### src/hw/rtl/esae_pkg.sv
// Shared constants, types and register codes for the encoder speed and acceleration estimator.
// Used by every module of the block; depends on nothing.
package esae_pkg;

  localparam int HISTORY_DEPTH = 8;
  localparam int P_TAP = HISTORY_DEPTH / 2 - 1;
  localparam int Q_TAP = HISTORY_DEPTH - 1;

  localparam int CNT_W = 32;
  localparam int DELTA_W = CNT_W + 1;
  localparam int SUM_W = DELTA_W + 3;
  localparam int MAG_W = SUM_W - 1;
  localparam int GAIN_W = 48;
  localparam int CHUNK_W = 16;
  localparam int NUM_CHUNKS = GAIN_W / CHUNK_W;
  localparam int PROD_W = MAG_W + GAIN_W;
  localparam int FRAC_SHIFT = 16;
  localparam int RND_W = PROD_W - FRAC_SHIFT;
  localparam int OUT_W = 48;

  localparam int KMH_LIM_W = 62;
  localparam int KMH_DEN = 5;
  localparam int REM_W = 3;
  localparam int DIGIT_W = 8;
  localparam int DIV_STEPS = 9;
  localparam int DIV_W = DIGIT_W * DIV_STEPS;

  localparam int CFG_IDX_W = 2;
  localparam int CFG_DATA_W = GAIN_W;
  localparam logic [CFG_IDX_W-1:0] CFG_START_COUNT = 2'd0;
  localparam logic [CFG_IDX_W-1:0] CFG_DIST_PER_COUNT = 2'd1;
  localparam logic [CFG_IDX_W-1:0] CFG_SPEED_GAIN = 2'd2;
  localparam logic [CFG_IDX_W-1:0] CFG_ACCEL_GAIN = 2'd3;

  typedef logic signed [DELTA_W-1:0] delta_t;

  typedef enum logic [1:0] {
    SEL_POS,
    SEL_SPD,
    SEL_ACC,
    SEL_KMH
  } res_sel_t;

  typedef enum logic [3:0] {
    ST_IDLE,
    ST_SUMS,
    ST_MAG,
    ST_MSTART,
    ST_MWAIT,
    ST_ROUND,
    ST_SAT,
    ST_KWAIT,
    ST_OUT
  } state_t;

endpackage

### src/hw/rtl/encoder_speed_accel_estimator_top.sv
// Top level of the encoder speed and acceleration estimator.
// Depends on esae_pkg, esae_delta_cell, esae_mul and esae_div5.
//
// Channel  Dir  Handshake                  Payload
// sample   in   sample_valid/sample_ready  count_value, dir_forward
// result   out  result_valid/result_ready  position_m, speed_mps, speed_kmh, accel_mps2,
//                                          moving_forward, going_backwards
// cfg      in   cfg_valid/cfg_ready        cfg_index, cfg_data
//
// A sample request is taken in the idle state and its result is loaded into the result register
// in the output step; no new request is taken before then. The time a sample takes is set
// by the shared 35x16 multiplier, which makes three passes of three partial products, and
// by the byte-wide divide by five behind the km/h result.
// Reset clears the history cells, the configuration registers, the state and the result valid flag.
// A stalled result holds the block only in its last step; the next request is still
// taken while the loaded result waits.
module encoder_speed_accel_estimator_top (
  input  logic                            clk,
  input  logic                            rst,
  input  logic                            sample_valid,
  output logic                            sample_ready,
  input  logic [esae_pkg::CNT_W-1:0]      count_value,
  input  logic                            dir_forward,
  output logic                            result_valid,
  input  logic                            result_ready,
  output logic signed [esae_pkg::OUT_W-1:0] position_m,
  output logic signed [esae_pkg::OUT_W-1:0] speed_mps,
  output logic signed [esae_pkg::OUT_W-1:0] speed_kmh,
  output logic signed [esae_pkg::OUT_W-1:0] accel_mps2,
  output logic                            moving_forward,
  output logic                            going_backwards,
  input  logic                            cfg_valid,
  output logic                            cfg_ready,
  input  logic [esae_pkg::CFG_IDX_W-1:0]  cfg_index,
  input  logic [esae_pkg::CFG_DATA_W-1:0] cfg_data
);
  import esae_pkg::*;

  localparam logic [RND_W-1:0] NEG_LIM = RND_W'(1) << (OUT_W - 1);
  localparam logic [RND_W-1:0] POS_LIM = NEG_LIM - RND_W'(1);
  localparam logic [OUT_W-1:0] OUT_MIN = {1'b1, {(OUT_W - 1){1'b0}}};
  localparam logic [OUT_W-1:0] OUT_MAX = {1'b0, {(OUT_W - 1){1'b1}}};

  state_t state, state_next;
  res_sel_t sel;

  logic [CNT_W-1:0]  start_count;
  logic [CNT_W-1:0]  dist_per_count;
  logic [GAIN_W-1:0] speed_gain;
  logic [GAIN_W-1:0] accel_gain;

  logic shift, ld_mag, mul_start, div_start, ld_rnd, ld_slot, ld_out;

  delta_t d_r, d_next;
  logic   dir_r, back_r;
  delta_t chain [HISTORY_DEPTH];

  logic signed [SUM_W-1:0] d_x, p_x, q_x, s_sum, a_sum, s_r, a_r;
  logic [MAG_W-1:0] mag_pos, mag_spd, mag_acc;
  logic neg_pos, neg_spd, neg_acc, neg_cur;

  logic [MAG_W-1:0]  mul_mag;
  logic [GAIN_W-1:0] mul_gain;
  logic              mul_done;
  logic [PROD_W-1:0] product;

  logic [DIV_W-1:0] spd_ext, dividend, quotient;
  logic             div_done;

  logic [PROD_W-1:0] rnd_src;
  logic [RND_W-1:0]  rnd_r, lim;
  logic [OUT_W-1:0]  low, sat_val;
  logic [OUT_W-1:0]  slot_pos, slot_spd, slot_acc, slot_kmh;

  function automatic logic signed [SUM_W-1:0] sx(delta_t v);
    return {{(SUM_W - DELTA_W){v[DELTA_W-1]}}, v};
  endfunction

  function automatic logic [MAG_W-1:0] mag_of(logic signed [SUM_W-1:0] v);
    logic [SUM_W-1:0] n;
    n = v[SUM_W-1] ? -v : v;
    return n[MAG_W-1:0];
  endfunction

  assign cfg_ready = 1'b1;

  always_ff @(posedge clk) begin
    if (rst) begin
      start_count <= '0;
      dist_per_count <= '0;
      speed_gain <= '0;
      accel_gain <= '0;
    end else if (cfg_valid) begin
      unique case (cfg_index)
        CFG_START_COUNT:    start_count <= cfg_data[CNT_W-1:0];
        CFG_DIST_PER_COUNT: dist_per_count <= cfg_data[CNT_W-1:0];
        CFG_SPEED_GAIN:     speed_gain <= cfg_data[GAIN_W-1:0];
        CFG_ACCEL_GAIN:     accel_gain <= cfg_data[GAIN_W-1:0];
        default: ;
      endcase
    end
  end

  // History line: cell zero holds the newest delta.
  for (genvar g = 0; g < HISTORY_DEPTH; g++) begin : g_cell
    if (g == 0) begin : g_head
      esae_delta_cell u_cell (
        .clk  (clk),
        .rst  (rst),
        .shift(shift),
        .d_in (d_r),
        .d_out(chain[g])
      );
    end else begin : g_body
      esae_delta_cell u_cell (
        .clk  (clk),
        .rst  (rst),
        .shift(shift),
        .d_in (chain[g-1]),
        .d_out(chain[g])
      );
    end
  end

  always_ff @(posedge clk) begin
    if (rst) begin
      state <= ST_IDLE;
    end else begin
      state <= state_next;
    end
  end

  always_comb begin
    state_next = state;
    sample_ready = 1'b0;
    shift = 1'b0;
    ld_mag = 1'b0;
    mul_start = 1'b0;
    div_start = 1'b0;
    ld_rnd = 1'b0;
    ld_slot = 1'b0;
    ld_out = 1'b0;
    unique case (state)
      ST_IDLE: begin
        sample_ready = 1'b1;
        if (sample_valid) begin
          state_next = ST_SUMS;
        end
      end
      ST_SUMS: begin
        shift = 1'b1;
        state_next = ST_MAG;
      end
      ST_MAG: begin
        ld_mag = 1'b1;
        state_next = ST_MSTART;
      end
      ST_MSTART: begin
        mul_start = 1'b1;
        state_next = ST_MWAIT;
      end
      ST_MWAIT: begin
        if (mul_done) begin
          state_next = ST_ROUND;
        end
      end
      ST_ROUND: begin
        ld_rnd = 1'b1;
        div_start = (sel == SEL_SPD);
        state_next = ST_SAT;
      end
      ST_SAT: begin
        ld_slot = 1'b1;
        case (sel)
          SEL_POS, SEL_SPD: state_next = ST_MSTART;
          SEL_ACC:          state_next = ST_KWAIT;
          default:          state_next = ST_OUT;
        endcase
      end
      ST_KWAIT: begin
        if (div_done) begin
          state_next = ST_ROUND;
        end
      end
      ST_OUT: begin
        if (!result_valid || result_ready) begin
          ld_out = 1'b1;
          state_next = ST_IDLE;
        end
      end
      default: state_next = ST_IDLE;
    endcase
  end

  assign d_next = $signed({1'b0, count_value}) - $signed({1'b0, start_count});
  assign d_x = sx(d_r);
  assign p_x = sx(chain[P_TAP]);
  assign q_x = sx(chain[Q_TAP]);
  assign s_sum = (d_x <<< 1) + d_x - (p_x <<< 2) + q_x;
  assign a_sum = d_x - (p_x <<< 1) + q_x;

  always_ff @(posedge clk) begin
    if (sample_valid && sample_ready) begin
      d_r <= d_next;
      dir_r <= dir_forward;
    end
    if (shift) begin
      s_r <= s_sum;
      a_r <= a_sum;
      back_r <= (d_r < chain[0]);
    end
    if (ld_mag) begin
      mag_pos <= mag_of(d_x);
      mag_spd <= mag_of(s_r);
      mag_acc <= mag_of(a_r);
      neg_pos <= d_x[SUM_W-1];
      neg_spd <= s_r[SUM_W-1];
      neg_acc <= a_r[SUM_W-1];
    end
  end

  always_ff @(posedge clk) begin
    if (rst) begin
      sel <= SEL_POS;
    end else if (ld_mag) begin
      sel <= SEL_POS;
    end else if (ld_slot) begin
      case (sel)
        SEL_POS: sel <= SEL_SPD;
        SEL_SPD: sel <= SEL_ACC;
        SEL_ACC: sel <= SEL_KMH;
        default: sel <= SEL_POS;
      endcase
    end
  end

  always_comb begin
    case (sel)
      SEL_POS: begin
        mul_mag = mag_pos;
        mul_gain = GAIN_W'(dist_per_count);
        neg_cur = neg_pos;
      end
      SEL_SPD: begin
        mul_mag = mag_spd;
        mul_gain = speed_gain;
        neg_cur = neg_spd;
      end
      SEL_ACC: begin
        mul_mag = mag_acc;
        mul_gain = accel_gain;
        neg_cur = neg_acc;
      end
      default: begin
        mul_mag = '0;
        mul_gain = '0;
        neg_cur = neg_spd;
      end
    endcase
  end

  esae_mul u_mul (
    .clk    (clk),
    .rst    (rst),
    .start  (mul_start),
    .mag    (mul_mag),
    .gain   (mul_gain),
    .done   (mul_done),
    .product(product)
  );

  // The km/h product is the speed product times 18/5; a product of 2^62 or more saturates
  // anyway, so it is replaced by an all-ones dividend.
  assign spd_ext = DIV_W'(product[KMH_LIM_W-1:0]);
  assign dividend = (product[PROD_W-1:KMH_LIM_W] == '0) ?
                    (spd_ext << 4) + (spd_ext << 1) : '1;

  esae_div5 u_div5 (
    .clk     (clk),
    .rst     (rst),
    .start   (div_start),
    .dividend(dividend),
    .done    (div_done),
    .quotient(quotient)
  );

  assign rnd_src = (sel == SEL_KMH) ? PROD_W'(quotient) : product;

  always_ff @(posedge clk) begin
    if (ld_rnd) begin
      rnd_r <= RND_W'(rnd_src >> FRAC_SHIFT) + RND_W'(rnd_src[FRAC_SHIFT-1]);
    end
  end

  always_comb begin
    lim = neg_cur ? NEG_LIM : POS_LIM;
    low = rnd_r[OUT_W-1:0];
    if (rnd_r > lim) begin
      sat_val = neg_cur ? OUT_MIN : OUT_MAX;
    end else begin
      sat_val = neg_cur ? -low : low;
    end
  end

  always_ff @(posedge clk) begin
    if (ld_slot) begin
      case (sel)
        SEL_POS: slot_pos <= sat_val;
        SEL_SPD: slot_spd <= sat_val;
        SEL_ACC: slot_acc <= sat_val;
        default: slot_kmh <= sat_val;
      endcase
    end
  end

  always_ff @(posedge clk) begin
    if (rst) begin
      result_valid <= 1'b0;
    end else if (ld_out) begin
      result_valid <= 1'b1;
    end else if (result_ready) begin
      result_valid <= 1'b0;
    end
  end

  always_ff @(posedge clk) begin
    if (ld_out) begin
      position_m <= slot_pos;
      speed_mps <= slot_spd;
      speed_kmh <= slot_kmh;
      accel_mps2 <= slot_acc;
      moving_forward <= dir_r;
      going_backwards <= back_r;
    end
  end

endmodule

### src/hw/rtl/esae_delta_cell.sv
// One cell of the delta history line: holds one past delta and passes it to the next cell.
// Depends on esae_pkg.
module esae_delta_cell (
  input  logic            clk,
  input  logic            rst,
  input  logic            shift,
  input  esae_pkg::delta_t d_in,
  output esae_pkg::delta_t d_out
);
  import esae_pkg::*;

  delta_t value;

  always_ff @(posedge clk) begin
    if (rst) begin
      value <= '0;
    end else if (shift) begin
      value <= d_in;
    end
  end

  assign d_out = value;

endmodule

### src/hw/rtl/esae_mul.sv
// Sequential magnitude by gain multiplier built on one 35 by 16 bit multiplier.
// Gain chunks are taken most significant first and accumulated; depends on esae_pkg.
module esae_mul (
  input  logic                        clk,
  input  logic                        rst,
  input  logic                        start,
  input  logic [esae_pkg::MAG_W-1:0]  mag,
  input  logic [esae_pkg::GAIN_W-1:0] gain,
  output logic                        done,
  output logic [esae_pkg::PROD_W-1:0] product
);
  import esae_pkg::*;

  localparam int STEP_W = $clog2(NUM_CHUNKS + 1);
  localparam int PP_W = MAG_W + CHUNK_W;

  logic              busy;
  logic [STEP_W-1:0] step;
  logic [CHUNK_W-1:0] chunk;
  logic [PP_W-1:0]   pp;
  logic [PROD_W-1:0] acc;

  always_comb begin
    chunk = '0;
    for (int k = 0; k < NUM_CHUNKS; k++) begin
      if (step == STEP_W'(NUM_CHUNKS - 1 - k)) begin
        chunk = gain[k*CHUNK_W +: CHUNK_W];
      end
    end
  end

  always_ff @(posedge clk) begin
    if (rst) begin
      busy <= 1'b0;
      done <= 1'b0;
      step <= '0;
    end else if (start) begin
      busy <= 1'b1;
      done <= 1'b0;
      step <= '0;
    end else if (busy) begin
      if (step == STEP_W'(NUM_CHUNKS)) begin
        busy <= 1'b0;
        done <= 1'b1;
      end else begin
        step <= step + STEP_W'(1);
      end
    end
  end

  always_ff @(posedge clk) begin
    if (start) begin
      acc <= '0;
    end else if (busy) begin
      if (step != '0) begin
        acc <= (acc << CHUNK_W) + PROD_W'(pp);
      end
      if (step != STEP_W'(NUM_CHUNKS)) begin
        pp <= PP_W'(mag) * PP_W'(chunk);
      end
    end
  end

  assign product = acc;

endmodule

### src/hw/rtl/esae_div5.sv
// Divide by five, one byte of the dividend per cycle, most significant byte first.
// Used for the km/h result; depends on esae_pkg.
module esae_div5 (
  input  logic                       clk,
  input  logic                       rst,
  input  logic                       start,
  input  logic [esae_pkg::DIV_W-1:0] dividend,
  output logic                       done,
  output logic [esae_pkg::DIV_W-1:0] quotient
);
  import esae_pkg::*;

  localparam int STEP_W = $clog2(DIV_STEPS);

  logic               busy;
  logic [STEP_W-1:0]  step;
  logic [DIV_W-1:0]   work;
  logic [REM_W-1:0]   rem;
  logic [REM_W-1:0]   rem_next;
  logic [REM_W:0]     trial;
  logic [DIGIT_W-1:0] digit;
  logic [DIGIT_W-1:0] qdigit;

  always_comb begin
    digit = work[DIV_W-1 -: DIGIT_W];
    rem_next = rem;
    qdigit = '0;
    trial = '0;
    for (int i = DIGIT_W - 1; i >= 0; i--) begin
      trial = {rem_next, digit[i]};
      if (trial >= (REM_W + 1)'(KMH_DEN)) begin
        qdigit[i] = 1'b1;
        rem_next = REM_W'(trial - (REM_W + 1)'(KMH_DEN));
      end else begin
        rem_next = trial[REM_W-1:0];
      end
    end
  end

  always_ff @(posedge clk) begin
    if (rst) begin
      busy <= 1'b0;
      done <= 1'b0;
      step <= '0;
    end else if (start) begin
      busy <= 1'b1;
      done <= 1'b0;
      step <= '0;
    end else if (busy) begin
      if (step == STEP_W'(DIV_STEPS - 1)) begin
        busy <= 1'b0;
        done <= 1'b1;
      end else begin
        step <= step + STEP_W'(1);
      end
    end
  end

  always_ff @(posedge clk) begin
    if (start) begin
      work <= dividend;
      rem <= '0;
    end else if (busy) begin
      work <= {work[DIV_W-DIGIT_W-1:0], qdigit};
      rem <= rem_next;
    end
  end

  assign quotient = work;

endmodule

### config.mk
export PLATFORM = sky130hd
export DESIGN_NAME = encoder_speed_accel_estimator_top
export DESIGN_NICKNAME = d
export VERILOG_FILES = /design/src/hw/rtl/esae_pkg.sv /design/src/hw/rtl/encoder_speed_accel_estimator_top.sv /design/src/hw/rtl/esae_delta_cell.sv /design/src/hw/rtl/esae_mul.sv /design/src/hw/rtl/esae_div5.sv
export SDC_FILE = /design/constraint.sdc
export NUM_CORES = 2
export LEC_CHECK = 0
export ABC_CLOCK_PERIOD_IN_PS = 10770
export BUFFER_PORTS_ARGS = -buffer_cell sky130_fd_sc_hd__buf_2
export CAP_MARGIN = 20
export CELL_PAD_IN_SITES_DETAIL_PLACEMENT = 0
export CELL_PAD_IN_SITES_GLOBAL_PLACEMENT = 1
export CORE_UTILIZATION = 45
export CTS_CLUSTER_DIAMETER = 100
export CTS_CLUSTER_SIZE = 14
export DETAILED_ROUTE_END_ITERATION = 16
export GPL_ROUTABILITY_DRIVEN = 1
export PLACE_DENSITY_LB_ADDON = 0.1
export SYNTH_ARGS = -nofsm -noshare
export SYNTH_HDL_FRONTEND = slang
export SYNTH_SLANG_ARGS = --single-unit
### constraint.sdc
create_clock -name clk -period 10.77 [get_ports clk]
set_input_delay 0.5385 -clock clk [delete_from_list [all_inputs] [get_ports clk]]
set_output_delay 0.5385 -clock clk [all_outputs]
set_load 0.02 [all_outputs]
==> impl_metrics.json <==
{
  "status": "finished clean",
  "fp.dieH_um": 429.2,
  "place.port_buffers": 283,
  "finalWirelength_mm": 229.2,
  "cts_buffers": 105,
  "period_share": 0.9265,
  "arrival_ns": 10.45,
  "final_cell_area_mm2": 0.08965,
  "path_common_cell": "fa_1",
  "maxCapViolations": 0,
  "initial_core_util": 0.4539,
  "cts_tree": "yes",
  "worstSkewPairLatency_ns": 0.79,
  "synth_edf_count": 789,
  "skew_ns": 0.07441,
  "critPathMaxStageDelay_ns": 0.84,
  "final_layout_size_suffix_gt1_frac": 0.07314,
  "antenna_cells": 0,
  "cp_top_family": "compound AO/OA/AOI/OAI gates",
  "path_buf_inv": 8,
  "final_antenna_net_count": 0,
  "vias": 59620,
  "die_area_mm2": 0.1842,
  "rows": 156,
  "syn_inst": 8515,
  "seqPwrFrac": 0.435,
  "hpwl_mm": 175.6,
  "ys_types": 83,
  "overflow": 0,
  "first_pass_iters": 6,
  "via_per_inst": 5.362,
  "num-fill-cells": 17070,
  "core_mm2": 0.1809,
  "slew_headroom": 0.2062,
  "clk_pin_slew_ns": 0.07,
  "grt_pass1_vias": 59470,
  "cp-end-kind": "register",
  "io_pins": 285,
  "required_ns": 11.24,
  "grt_usage": 0.2462,
  "netSwitchingFraction": 0.3330,
  "leakagePower_uw": 0.03555,
  "power_frac_clock": 0.265,
  "start_kind": "register",
  "tightest_slew_ns": 1.176,
  "place_congestion": 0.9105,
  "antenna_found_initial": 1,
  "min_path_type": "primary input to register",
  "max_freq_mhz": 100.2,
  "hold_viol": 0,
  "syn-cell-area_mm2": 0.08214,
  "synthMuxAreaShare": 0.008104,
  "fin_crit_ns": 9.979,
  "pre_cts_ws_ns": 0.7564,
  "finalSetupTns_ns": 0,
  "vdd_drop_max_mv": 0.1860,
  "grt_pass1_wl_mm": 352.5,
  "cts_sinks": 1316,
  "combPwrFrac": 0.299,
  "fin_util": 0.4955,
  "maxSlewViolCount": 0,
  "synthFlopType": "edfxtp_1",
  "die_width_um": 429.2,
  "synthAdderAreaFrac": 0.2027,
  "drc": 0,
  "crit_slowest_cell": "a2111oi_0",
  "h-tree-depth": 3,
  "yosys.area_share.simple": 0.1438,
  "drtIter0Drc": 3934,
  "synthToLayoutAreaGrowth_pct": 9.144,
  "p_int_uw": 9332,
  "finalSetupViolations": 0,
  "seq_area_frac_synth": 0.4169,
  "layout_setup_ws_ns": 0.7914,
  "dpl_cell_area_mm2": 0.08635,
  "ys_seq_elements": 1316,
  "cts_root_buf": "clkbuf_16",
  "critPathKind": "register to register",
  "final_nets": 9758,
  "switchingPower_uw": 4659,
  "yosys_warnings": 0,
  "cts.path.max_buffers": 3,
  "critPathMaxFanout": 17,
  "p_per_area_mw_per_mm2": 156.1,
  "post_cts_buffers": 0,
  "grt_max_degree": 181,
  "rsz0062_at_grt": "false",
  "wire_per_inst_um": 20.61,
  "synth_top_family_by_area": "adder cells",
  "async_reset_ff_frac": 0,
  "avgSynthCellArea_um2": 9.646,
  "synthXorXnorAreaFrac": 0.04329,
  "synth_compound_area_frac": 0.1257
}
final cells by class:
class                      count  area, µm²  area share
multi-input combinational   5901      43210      0.4820
timing repair buffer         430       2629     0.02932
sequential                  1316      34240      0.3820
clock buffer                 172       2889     0.03223
tap                         2370       2965     0.03308
clock inverter                10      244.0    0.002722
inverter                     921       3465     0.03865
routing by layer:
layer  track usage  wire, µm  vias up
met4       0.09713     10170        0
li1              -         -    28920
met3       0.02625      7519      338
met1        0.2987     94860    29160
met2        0.4446    116700     1200
met5             0         0        -
registers in the layout, summed over array words and instances, names as in the netlist, 51 cells and up:
| register | flops |
|---|---|
| u_mul.pp | 51 |
| u_div5.quotient | 72 |
| g_cell.g_body.u_cell.d_out | 231 |
| rnd_r | 67 |
| u_mul.product | 83 |
Yosys cell counts (119+ instances only):
| cell type | number | area share |
|---|---|---|
| nor2_1 | 410 | 0.019 |
| a21oi_1 | 831 | 0.051 |
| o21ai_0 | 288 | 0.018 |
| a21o_1 | 147 | 0.013 |
| dfxtp_1 | 527 | 0.13 |
| nand2_1 | 1648 | 0.075 |
| clkbuf_1 | 336 | 0.015 |
| xor2_1 | 119 | 0.013 |
| edfxtp_1 | 789 | 0.29 |
| ha_1 | 436 | 0.066 |
| xnor2_1 | 287 | 0.031 |
| fa_1 | 559 | 0.14 |
| inv_1 | 920 | 0.042 |
tightest hold or removal path, stage by stage:
cell and delay (ns):
buf_2 0.14, nand2_1 0.06, a21oi_1 0.05
stage by stage:
step | hold WS [ns] | std cells | power, µW
2_1_floorplan | 0.4003 | 8516 | 9144
3_3_place_gp | 0.4008 | 10910 | 10350
3_5_place_dp | 0.4045 | 10920 | 10390
4_1_cts | 0.001304 | 11120 | 14130
5_1_grt | 0.02518 | 11120 | 14790
6_report | 0.06200 | 11120 | 13990
layout by cell type, fill, tap and decap left out, drive strengths merged, types with 38 or more instances in the layout:
cell type and instances:
o311ai 38, a22oi 54, a21oi 831, dfxtp 527, nor2b 74, nand3 97
inv 922, nor3 79, edfxtp 789, nand2 1648, xnor2 287, clkbuf 176
o21a 55, ha 436, buf 412, o21ai 295, o31ai 40, xor2 119
nand2b 87, a21o 147, or3 57, nand4 54, fa 559, mux2i 53
nor2 411, and2 44
path summary, 6_finish.rpt:
path	startpoint	slack, ns	cells past startpoint	end
min	cfg_data[33]	0.06	3	speed_gain[33]
min reg2reg	slot_pos[39]	0.41	0	position_m[39]
max reg2reg	u_mul.step[1]	0.79	33	u_mul.pp[47]
max	u_mul.step[1]	0.79	33	u_mul.pp[47]
power groups by stage:
stage | Combinational, µW | Sequential [µW] | Clock, µW
2_1_floorplan | 3090 | 6050 | 0
3_5_place_dp | 4190 | 6200 | 0
6_report | 4190 | 6090 | 3710
4_1_cts | 4220 | 6090 | 3820
3_3_place_gp | 4150 | 6200 | 0
5_1_grt | 4680 | 6120 | 3980
what timing repair did:
item                       CTS  global route
hold buffers                14             0
setup endpoints to repair    0             0
resized for setup            0             0
hold endpoints to repair    25             0
kinds of logic after synthesis:
group           count (synthesis)
mux                            65
xor+xnor                      406
flops                        1316
fa+ha+maj                     995
simple gates                 2706
compound gates               1726
other cells                     2
buf+inv                      1299
No activity file was read; power rests on OpenSTA's default activity.
